**config.mk**
```make
export PLATFORM = sky130hd
export DESIGN_NAME = d8_flow_direction_top
export DESIGN_NICKNAME = d
export VERILOG_FILES = /design/src/rtl/d8fd_pkg.sv /design/src/rtl/d8fd_pick.sv /design/src/rtl/d8_flow_direction_top.sv
export VERILOG_INCLUDE_DIRS = /design/src /design/src/rtl
export SDC_FILE = /design/constraint.sdc
export NUM_CORES = 2
export LEC_CHECK = 0
export BUFFER_PORTS_ARGS = -buffer_cell sky130_fd_sc_hd__buf_4
export CAP_MARGIN = 40
export CORE_ASPECT_RATIO = 0.5
export CORE_MARGIN = 1
export CORE_UTILIZATION = 60
export DETAILED_ROUTE_END_ITERATION = 6
export PLACE_DENSITY = 0.84
export SLEW_MARGIN = 20
export SYNTH_ARGS = -nofsm -noshare
export SYNTH_HDL_FRONTEND = slang
export SYNTH_HIERARCHICAL = 1
export SYNTH_SLANG_ARGS = --single-unit
```
**constraint.sdc**
```tcl
create_clock -name clk_i -period 11.5 [get_ports clk_i]
set_input_delay 1.725 -clock clk_i [delete_from_list [all_inputs] [get_ports clk_i]]
set_output_delay 1.725 -clock clk_i [all_outputs]
set_load 0.02 [all_outputs]
```
**src/rtl/assert_macros.svh**
```systemverilog
// assertion macros shared by the d8 flow direction rtl
// expects clk_i and rst_ni in the scope of each use
`ifndef ASSERT_MACROS_SVH
`define ASSERT_MACROS_SVH

// property that must hold at every clock edge out of reset
`define D8FD_ASSERT(lbl, prop, msg) \
  lbl: assert property (@(posedge clk_i) disable iff (!rst_ni) (prop)) else $error(msg);

// consequence that must hold in the cycle after the antecedent
`define D8FD_ASSERT_NEXT(lbl, ante, cons, msg) \
  lbl: assert property (@(posedge clk_i) disable iff (!rst_ni) (ante) |=> (cons)) \
    else $error(msg);

`endif

```
**src/rtl/d8fd_pkg.sv**
```systemverilog
// types and constants of the d8 flow direction block
// no dependencies
`default_nettype none

package d8fd_pkg;

  localparam int ELEV_BITS   = 16;
  localparam int SLOT_W      = 16;
  localparam int NBR         = 8;
  localparam int DROP_W      = ELEV_BITS + 1;
  localparam int ORTHO_SHIFT = 16;
  localparam int KEY_W       = DROP_W + ORTHO_SHIFT;
  localparam int DIR_W       = 4;

  // 1/sqrt(2) in q16, rounded
  localparam logic [ORTHO_SHIFT-1:0] DIAG_SCALE = ORTHO_SHIFT'(46341);

  localparam logic [DIR_W-1:0] DIR_NONE  = '0;
  localparam logic [DIR_W-1:0] DIR_FIRST = DIR_W'(1);
  localparam logic [DIR_W-1:0] DIR_LAST  = DIR_W'(NBR);

  localparam logic MODE_STEEP  = 1'b0;
  localparam logic MODE_WEIGHT = 1'b1;

  // one contender in the selection tree
  typedef struct packed {
    logic                    vld;
    logic signed [KEY_W-1:0] key;
    logic [DIR_W-1:0]        dir;
  } cand_t;

endpackage

`default_nettype wire

```
**src/rtl/d8fd_pick.sv**
```systemverilog
// one node of the selection tree: larger key wins, a wins ties
// depends on d8fd_pkg
`default_nettype none

module d8fd_pick (
  input  var d8fd_pkg::cand_t a_i,
  input  var d8fd_pkg::cand_t b_i,
  output d8fd_pkg::cand_t     y_o
);

  always_comb begin
    if (!a_i.vld) begin
      y_o = b_i;
    end else if (b_i.vld && (b_i.key > a_i.key)) begin
      y_o = b_i;
    end else begin
      y_o = a_i;
    end
  end

endmodule

`default_nettype wire

```
**src/rtl/d8_flow_direction_top.sv**
```systemverilog
// top level of the d8 flow direction block: four-stage pipeline
// depends on d8fd_pkg, d8fd_pick and assert_macros.svh
`default_nettype none

// d8 drainage direction for one 3x3 elevation window per transfer.
// an item passes from input transfer to result through the registered stages
// in order (stage 1 drops and overrides, stage 2 slope or weight keys with the
// 1/sqrt(2) multiply, stage 3 first tree level, stage 4 last two tree levels
// into the output register). one item is accepted every cycle unless a stall
// at the output has filled every stage; the rate is set by the elastic valid chain.
// a stall at the output freezes only the stages that are full, so bubbles
// close up and nothing is dropped or repeated.
// forced_dir 1..8 passes through with was_forced set; otherwise the first
// neighbour off the grid wins; otherwise route_mode selects steepest descent
// (earliest neighbour on a tie, uphill allowed) or highest weight among
// downslope neighbours (0 when there is none).
// route_mode is written through cfg_we_i / cfg_data_i and should only be
// changed while the pipeline is empty.
module d8_flow_direction_top (
  input  wire                                clk_i,
  input  wire                                rst_ni,
  // configuration
  input  wire                                cfg_we_i,
  input  wire                                cfg_data_i,
  // input channel
  input  wire                                in_valid_i,
  output logic                               in_ready_o,
  input  wire signed [15:0]                  center_elev_i,
  input  wire [63:0]                         nbr_elev_lo_i,
  input  wire [63:0]                         nbr_elev_hi_i,
  input  wire [63:0]                         nbr_weight_lo_i,
  input  wire [63:0]                         nbr_weight_hi_i,
  input  wire [7:0]                          nbr_in_grid_i,
  input  wire [7:0]                          forced_dir_i,
  // output channel
  output logic                               out_valid_o,
  input  wire                                out_ready_i,
  output logic [3:0]                         flow_dir_o,
  output logic                               was_forced_o
);

  localparam int NBR    = d8fd_pkg::NBR;
  localparam int DROP_W = d8fd_pkg::DROP_W;
  localparam int KEY_W  = d8fd_pkg::KEY_W;
  localparam int DIR_W  = d8fd_pkg::DIR_W;
  localparam int ELEV_B = d8fd_pkg::ELEV_BITS;
  localparam int SLOT_W = d8fd_pkg::SLOT_W;
  localparam int OSH    = d8fd_pkg::ORTHO_SHIFT;

  // configuration register
  logic route_mode_q;

  always_ff @(posedge clk_i or negedge rst_ni) begin
    if (!rst_ni) begin
      route_mode_q <= d8fd_pkg::MODE_STEEP;
    end else if (cfg_we_i) begin
      route_mode_q <= cfg_data_i;
    end
  end

  // elastic stage control: a stage moves when it is empty or the next one moves
  logic v1_q, v2_q, v3_q, v4_q;
  logic adv1, adv2, adv3, adv4;

  assign adv4       = !v4_q || out_ready_i;
  assign adv3       = !v3_q || adv4;
  assign adv2       = !v2_q || adv3;
  assign adv1       = !v1_q || adv2;
  assign in_ready_o = adv1;

  always_ff @(posedge clk_i or negedge rst_ni) begin
    if (!rst_ni) begin
      v1_q <= 1'b0;
      v2_q <= 1'b0;
      v3_q <= 1'b0;
      v4_q <= 1'b0;
    end else begin
      if (adv1) v1_q <= in_valid_i;
      if (adv2) v2_q <= v1_q;
      if (adv3) v3_q <= v2_q;
      if (adv4) v4_q <= v3_q;
    end
  end

  // ---------------------------------------------------------------------
  // stage 1: drops, weights, override decision
  // ---------------------------------------------------------------------
  logic signed [DROP_W-1:0] center_ext;
  logic signed [DROP_W-1:0] drop_d [NBR];
  logic [SLOT_W-1:0]        wgt_d  [NBR];
  logic signed [DROP_W-1:0] drop_q [NBR];
  logic [SLOT_W-1:0]        wgt_q  [NBR];

  logic             pre_sel_d, pre_sel_q;   // result settled before the search
  logic [DIR_W-1:0] pre_dir_d, pre_dir_q;
  logic             forced_d, forced_q;

  assign center_ext = DROP_W'(signed'(center_elev_i[ELEV_B-1:0]));

  for (genvar k = 0; k < NBR; k++) begin : g_drop
    logic [SLOT_W-1:0] elev_slot;
    if (k < NBR / 2) begin : g_lo
      assign elev_slot = nbr_elev_lo_i[SLOT_W*k +: SLOT_W];
      assign wgt_d[k]  = nbr_weight_lo_i[SLOT_W*k +: SLOT_W];
    end else begin : g_hi
      assign elev_slot = nbr_elev_hi_i[SLOT_W*(k-NBR/2) +: SLOT_W];
      assign wgt_d[k]  = nbr_weight_hi_i[SLOT_W*(k-NBR/2) +: SLOT_W];
    end
    assign drop_d[k] = center_ext - DROP_W'(signed'(elev_slot[ELEV_B-1:0]));
  end

  // forced route first, then the first neighbour off the grid
  always_comb begin
    logic             off_hit;
    logic [DIR_W-1:0] off_dir;
    off_hit = 1'b0;
    off_dir = d8fd_pkg::DIR_NONE;
    for (int k = NBR - 1; k >= 0; k--) begin
      if (!nbr_in_grid_i[k]) begin
        off_hit = 1'b1;
        off_dir = DIR_W'(k + 1);
      end
    end
    forced_d = forced_dir_i inside {[8'(d8fd_pkg::DIR_FIRST):8'(d8fd_pkg::DIR_LAST)]};
    if (forced_d) begin
      pre_sel_d = 1'b1;
      pre_dir_d = forced_dir_i[DIR_W-1:0];
    end else begin
      pre_sel_d = off_hit;
      pre_dir_d = off_dir;
    end
  end

  always_ff @(posedge clk_i) begin
    if (adv1 && in_valid_i) begin
      drop_q    <= drop_d;
      wgt_q     <= wgt_d;
      pre_sel_q <= pre_sel_d;
      pre_dir_q <= pre_dir_d;
      forced_q  <= forced_d;
    end
  end

  // ---------------------------------------------------------------------
  // stage 2: per-neighbour key (slope score or weight)
  // ---------------------------------------------------------------------
  d8fd_pkg::cand_t  cand2_d [NBR];
  d8fd_pkg::cand_t  cand2_q [NBR];
  logic             pre_sel2_q, forced2_q;
  logic [DIR_W-1:0] pre_dir2_q;

  for (genvar k = 0; k < NBR; k++) begin : g_key
    logic signed [KEY_W:0]   diag_prod;
    logic signed [KEY_W-1:0] score;
    // odd directions (even index) are diagonals
    assign diag_prod = drop_q[k] * signed'({1'b0, d8fd_pkg::DIAG_SCALE});
    if ((k % 2) == 0) begin : g_diag
      assign score = diag_prod[KEY_W-1:0];
    end else begin : g_orth
      assign score = {drop_q[k], {OSH{1'b0}}};
    end
    always_comb begin
      cand2_d[k].dir = DIR_W'(k + 1);
      if (route_mode_q == d8fd_pkg::MODE_WEIGHT) begin
        cand2_d[k].vld = (drop_q[k] > 0);
        cand2_d[k].key = signed'({{(KEY_W-SLOT_W){1'b0}}, wgt_q[k]});
      end else begin
        cand2_d[k].vld = 1'b1;
        cand2_d[k].key = score;
      end
    end
  end

  always_ff @(posedge clk_i) begin
    if (adv2 && v1_q) begin
      cand2_q    <= cand2_d;
      pre_sel2_q <= pre_sel_q;
      pre_dir2_q <= pre_dir_q;
      forced2_q  <= forced_q;
    end
  end

  // ---------------------------------------------------------------------
  // stage 3: first tree level, neighbour pairs
  // ---------------------------------------------------------------------
  d8fd_pkg::cand_t  cand3_d [NBR/2];
  d8fd_pkg::cand_t  cand3_q [NBR/2];
  logic             pre_sel3_q, forced3_q;
  logic [DIR_W-1:0] pre_dir3_q;

  for (genvar p = 0; p < NBR / 2; p++) begin : g_lvl1
    d8fd_pick u_pick (
      .a_i (cand2_q[2*p]),
      .b_i (cand2_q[2*p+1]),
      .y_o (cand3_d[p])
    );
  end

  always_ff @(posedge clk_i) begin
    if (adv3 && v2_q) begin
      cand3_q    <= cand3_d;
      pre_sel3_q <= pre_sel2_q;
      pre_dir3_q <= pre_dir2_q;
      forced3_q  <= forced2_q;
    end
  end

  // ---------------------------------------------------------------------
  // stage 4: last two tree levels and final selection into the output register
  // ---------------------------------------------------------------------
  d8fd_pkg::cand_t  cand_l2 [2];
  d8fd_pkg::cand_t  winner;
  logic [DIR_W-1:0] flow_dir_d, flow_dir_q;
  logic             was_forced_q;

  d8fd_pick u_pick_l2a (.a_i(cand3_q[0]), .b_i(cand3_q[1]), .y_o(cand_l2[0]));
  d8fd_pick u_pick_l2b (.a_i(cand3_q[2]), .b_i(cand3_q[3]), .y_o(cand_l2[1]));
  d8fd_pick u_pick_l3  (.a_i(cand_l2[0]), .b_i(cand_l2[1]), .y_o(winner));

  always_comb begin
    if (pre_sel3_q) begin
      flow_dir_d = pre_dir3_q;
    end else if (winner.vld) begin
      flow_dir_d = winner.dir;
    end else begin
      flow_dir_d = d8fd_pkg::DIR_NONE;
    end
  end

  always_ff @(posedge clk_i) begin
    if (adv4 && v3_q) begin
      flow_dir_q   <= flow_dir_d;
      was_forced_q <= forced3_q;
    end
  end

  assign out_valid_o  = v4_q;
  assign flow_dir_o   = flow_dir_q;
  assign was_forced_o = was_forced_q;

  // ---------------------------------------------------------------------
  // assertions
  // ---------------------------------------------------------------------
`include "assert_macros.svh"

  `D8FD_ASSERT(a_dir_range, !out_valid_o || (flow_dir_o <= d8fd_pkg::DIR_LAST), "flow_dir out of range")
  `D8FD_ASSERT(a_forced_dir, !(out_valid_o && was_forced_o) || (flow_dir_o != d8fd_pkg::DIR_NONE), "forced result without direction")
  `D8FD_ASSERT(a_none_weighted, !(out_valid_o && (flow_dir_o == d8fd_pkg::DIR_NONE)) || (route_mode_q == d8fd_pkg::MODE_WEIGHT), "no direction in steepest mode")
  `D8FD_ASSERT_NEXT(a_stall_keeps, v3_q && !adv4, v3_q && v4_q, "item lost in a stalled stage")

endmodule

`default_nettype wire

```
### Word level (Yosys, flattened, before mapping)

Cells that the tools add are included.

| operators by class | value |
|---|---|
| divide/modulo/power cells | 0 |
| muxes and demuxes | 30 |
| bitwise logic cells | 7 |
| shift-type cells | 0 |
| $lt $le $gt $ge | 17 |
| reductions and logical operators | 21 |
| $mul | 4 |
| equality and inequality tests | 0 |
| add/sub/neg operators | 8 |

Operators by type and width:

| cell | count |
|---|---|
| 38-bit two-way mux | 14 |
| 33-bit > comparator | 7 |
| 17-bit by 1-bit > comparator with 1-bit output (second input constant) | 8 |
| 16-bit by 16-bit subtractor with 17-bit output | 8 |
| 17-bit by 17-bit multiplier with 33-bit output (second input constant) | 4 |
| 16-bit two-way mux | 4 |
| 4-bit two-way mux | 11 |
| 1-bit logical AND | 12 |
| 8-bit by 1-bit >= comparator with 1-bit output (second input constant) | 1 |
| 8-bit by 4-bit less-or-equal comparator with 1-bit output (second input constant) | 1 |
| 8-bit OR reduction | 1 |
| 1-bit NOT | 7 |
| 1-bit logical NOT | 4 |
| 1-bit logical OR | 4 |
| 1-bit two-way mux | 1 |

| storage, ports and cells | value |
|---|---|
| output and inout port bits | 7 |
| input port bits | 294 |
| bits in writable memories | 0 |
| bits in latches | 0 |
| memories kept | 0 |
| ROM bits | 0 |
| flip-flop bits (word level) | 716 |

### Depth between registers and ports, before layout

| logic depth | value |
|---|---|
| depth in word-level cells | 10 |
| depth in mapped cells | 21 |
| depth with buffers taken out | 20 |

### By module

Netlist, hierarchy kept.

By module, submodules not included:

| module | area each (sq um) | cells an instance | times used |
|---|---|---|---|
| d8_flow_direction_top | 51810.9 | 4578 | 1 |
| d8fd_pick | 1491.4 | 169 | 7 |

### Least setup slack after synthesis

No wires, ideal clock.

| timing | value |
|---|---|
| path type | input-to-reg |
| start | input port out_ready_i |
| end | register drop_q[0] (netlist bit) (enable) |
| path buffers | 0 |
| arrival | 8205 ps |
| setup slack | 2631 ps |
| stages | 3 |
| cell sequence | nor2b_1 > nand4_1 > and2_1 |

| on the way | value |
|---|---|
| word-level cells in the longest chain between the ends | 5 |

Ends and longest elaborated chain:

| what | line | RTL |
|---|---|---|
| start: declaration | d8_flow_direction_top.sv:37 | `input wire out_ready_i,` |
| 1-bit logical OR | d8_flow_direction_top.sv:65 | `assign adv4 = !v4_q \|\| out_ready_i;` |
| 1-bit logical OR | d8_flow_direction_top.sv:66 | `assign adv3 = !v3_q \|\| adv4;` |
| 1-bit logical OR | d8_flow_direction_top.sv:67 | `assign adv2 = !v2_q \|\| adv3;` |
| 1-bit logical OR | d8_flow_direction_top.sv:68 | `assign adv1 = !v1_q \|\| adv2;` |
| via in_ready_o | d8_flow_direction_top.sv:27 | `output logic in_ready_o,` |
| 1-bit logical AND | d8_flow_direction_top.sv:135 | `if (adv1 && in_valid_i) begin` |
| end signal: assignment | d8_flow_direction_top.sv:136 | `drop_q <= drop_d;` |
| end: declaration | d8_flow_direction_top.sv:91 | `logic signed [DROP_W-1:0] drop_q [NBR];` |

The timed path passes the listed nets, and every way through them passes these cells.
A chain may end at the register's enable or synchronous reset.

==> results_dict.tcl <==
set metrics [dict create \
    crit-reg2reg-launch "cand3_q[46]" \
    violations "design-rule violations" \
    fmax_mhz 162 \
    tns_ns 0 \
    min_to "pre_dir2_q[2]" \
    rsz0062_at_grt "false" \
    grt_pass1_vias 44300 \
    io-pin-count 301 \
    track_usage_pct 32.8 \
    grt_max_degree 165 \
    drc 19 \
    first_iter_violations 4314 \
    arrival_ns 6.59 \
    stdcell_count 7479 \
    rr_endpoint "flow_dir_o[0]" \
    hold_buffers 0 \
    outcome "finished, violations left" \
    layout_setup_ws_ns 5.34 \
    nets 7638 \
    r2r_setup_slack_ns 5.34 \
    hold_class "reg -> reg" \
    grt_pass1_wl_mm 259 \
    worstSetupPathType "reg -> reg" \
    min_period_over_period_pct 53.6 \
    via_count 44100 \
    antenna_left 0 \
    hold_viol_final 0 \
    place_hpwl_mm 134 \
    gp_congestion 0.986 \
    clockBufferDepth 3 \
    syn_area_um2 61700 \
    worst_hold_slack_ns 0.423 \
    fillers 7519 \
    dr.pass1.iters 7 \
    seqCellArea_um2 21500 \
    portBuffers 300 \
    area_delta_synth_final_pct 10.3 \
    hold_depth 0 \
    antenna_found_initial 9 \
    die_w_um 456 \
    wl_per_cell_um 22.7 \
    vias_per_cell 5.89 \
    setup_viol 0 \
    start_util_pct 61.1 \
    cts_tree "done" \
    core_um2 101000 \
    fin_crit_ns 6.16 \
    crit_fanout 37 \
    critPathCaptureType "flop" \
    cap_violations 0 \
    worstSetupStartpointType "flop" \
    worst-path-buf-inv 3 \
    ctsHtreeMaxLevel 3 \
    synthCells 5725 \
    skew_ns 0.0382 \
    overflow 0 \
    hold_start "pre_dir_q[2]" \
    multi_input_area_um2 35100 \
    yosysWarningCount 6 \
    dieHeight_um 229 \
    cts_sinks 716 \
    drv_slew 0 \
    syn_area_per_cell_um2 10.8 \
    cp_data_required_time_ns 11.92 \
    cts_resized 0 \
    clk_pin_slew_ns 0.06 \
    root_buffer "clkbuf_16" \
    path_delay_family "compound AO/OA/AOI/OAI gates" \
    drive_above_1_share_pct 12.0 \
    reg2regPathDepth 18 \
    clock_latency_ns 0.68 \
    cpPeakStageDelay_ns 0.68 \
    cts_setup_buffers 0 \
    max_slew_margin_pct 31.3 \
    cp_cell_sequence "inv_1 > ha_1 > a21oi_1 > o21ai_0 > a221oi_1 > o211ai_1 > a31oi_4 > buf_4 > mux2_4 > ha_1 > nand4_1 > nor3_1 > buf_2 > a31oi_1 > a2bb2oi_1 > a31oi_4 > mux2_2 > a22o_1" \
    rows 82 \
    dieArea_um2 104000 \
    finalWirelength_mm 170 \
    cts_buffers 71 \
    dp_cells 7339 \
    post-place-ws_ns 5.48 \
    critPathSlowestCell "a2bb2oi_1" \
    tightestPinTransition_ns 1.03 \
]
## state kept, by name, summed over array words and instances, names as in the netlist, 4 cells and up
name        flops
flow_dir_o      4
pre_dir_q       4
pre_dir3_q      4
pre_dir2_q      4
cand3_q       152
wgt_q         128
cand2_q       272
drop_q        136
## per-stage QoR
step	cell area [um2]	utilization (%)
3_3_place_gp	65300	64.6
4_1_cts	68000	67.2
6_report	68100	67.4
5_1_grt	68100	67.4
3_5_place_dp	65500	64.8
2_1_floorplan	61800	-
## how the worst max path moves through the flow
stage,end,startpoint,cells past startpoint
after floorplan,drop_q[0],out_ready_i,3
after global placement,flow_dir_o[1],cand3_q[8],16
after detailed placement,cand2_q[72],drop_q[32],17
after CTS,flow_dir_o[0],cand3_q[130],18
after global routing,cand2_q[72],drop_q[32],17
final,flow_dir_o[0],cand3_q[46],18
## layout by cell type, fill, tap and decap left out, drive strengths merged, types with 123 or more instances in the layout
master,count
buf,343
ha,921
fa,348
o21ai,205
nor2,203
mux2,260
edfxtp,711
xnor2,125
a21oi,267
nor2b,123
inv,1240
nand2,287
## worst reg2reg max path: stages, from the launching register on
cell and delay (ns):
edfxtp_1 0.36, inv_1 0.05, ha_1 0.33, a21oi_1 0.16, o21ai_0 0.13, a221oi_1 0.54, o211ai_1 0.36, a31oi_4 0.25
buf_4 0.62, mux2_4 0.38, ha_1 0.31, nand4_1 0.24, nor3_1 0.12, buf_2 0.21, a31oi_1 0.50, a2bb2oi_1 0.68
a31oi_4 0.13, mux2_2 0.32, a22o_1 0.21
## per-layer routing
layer  vias up  track usage (%)  part of all wire, %
met5         -                0                0.020
met4         6             9.67                  3.0
met1     21900             46.4                   44
met3       265             8.72                   10
li1      20300                -                    -
met2      1633             49.4                   43
## final cells by class
cell class / instances / share of cell area (%)
multi-input combinational: 3715 / 51.5
sequential: 716 / 31.6
inverter: 1228 / 6.77
timing repair buffer: 343 / 3.98
clock buffer: 80 / 2.66
tap: 1344 / 2.47
clock inverter: 50 / 1.01
antenna: 3 / 0.0110
Power is left out: the tool's default activity adds up to more than one toggle a clock period on the data nets, which glitch-free logic cannot reach.
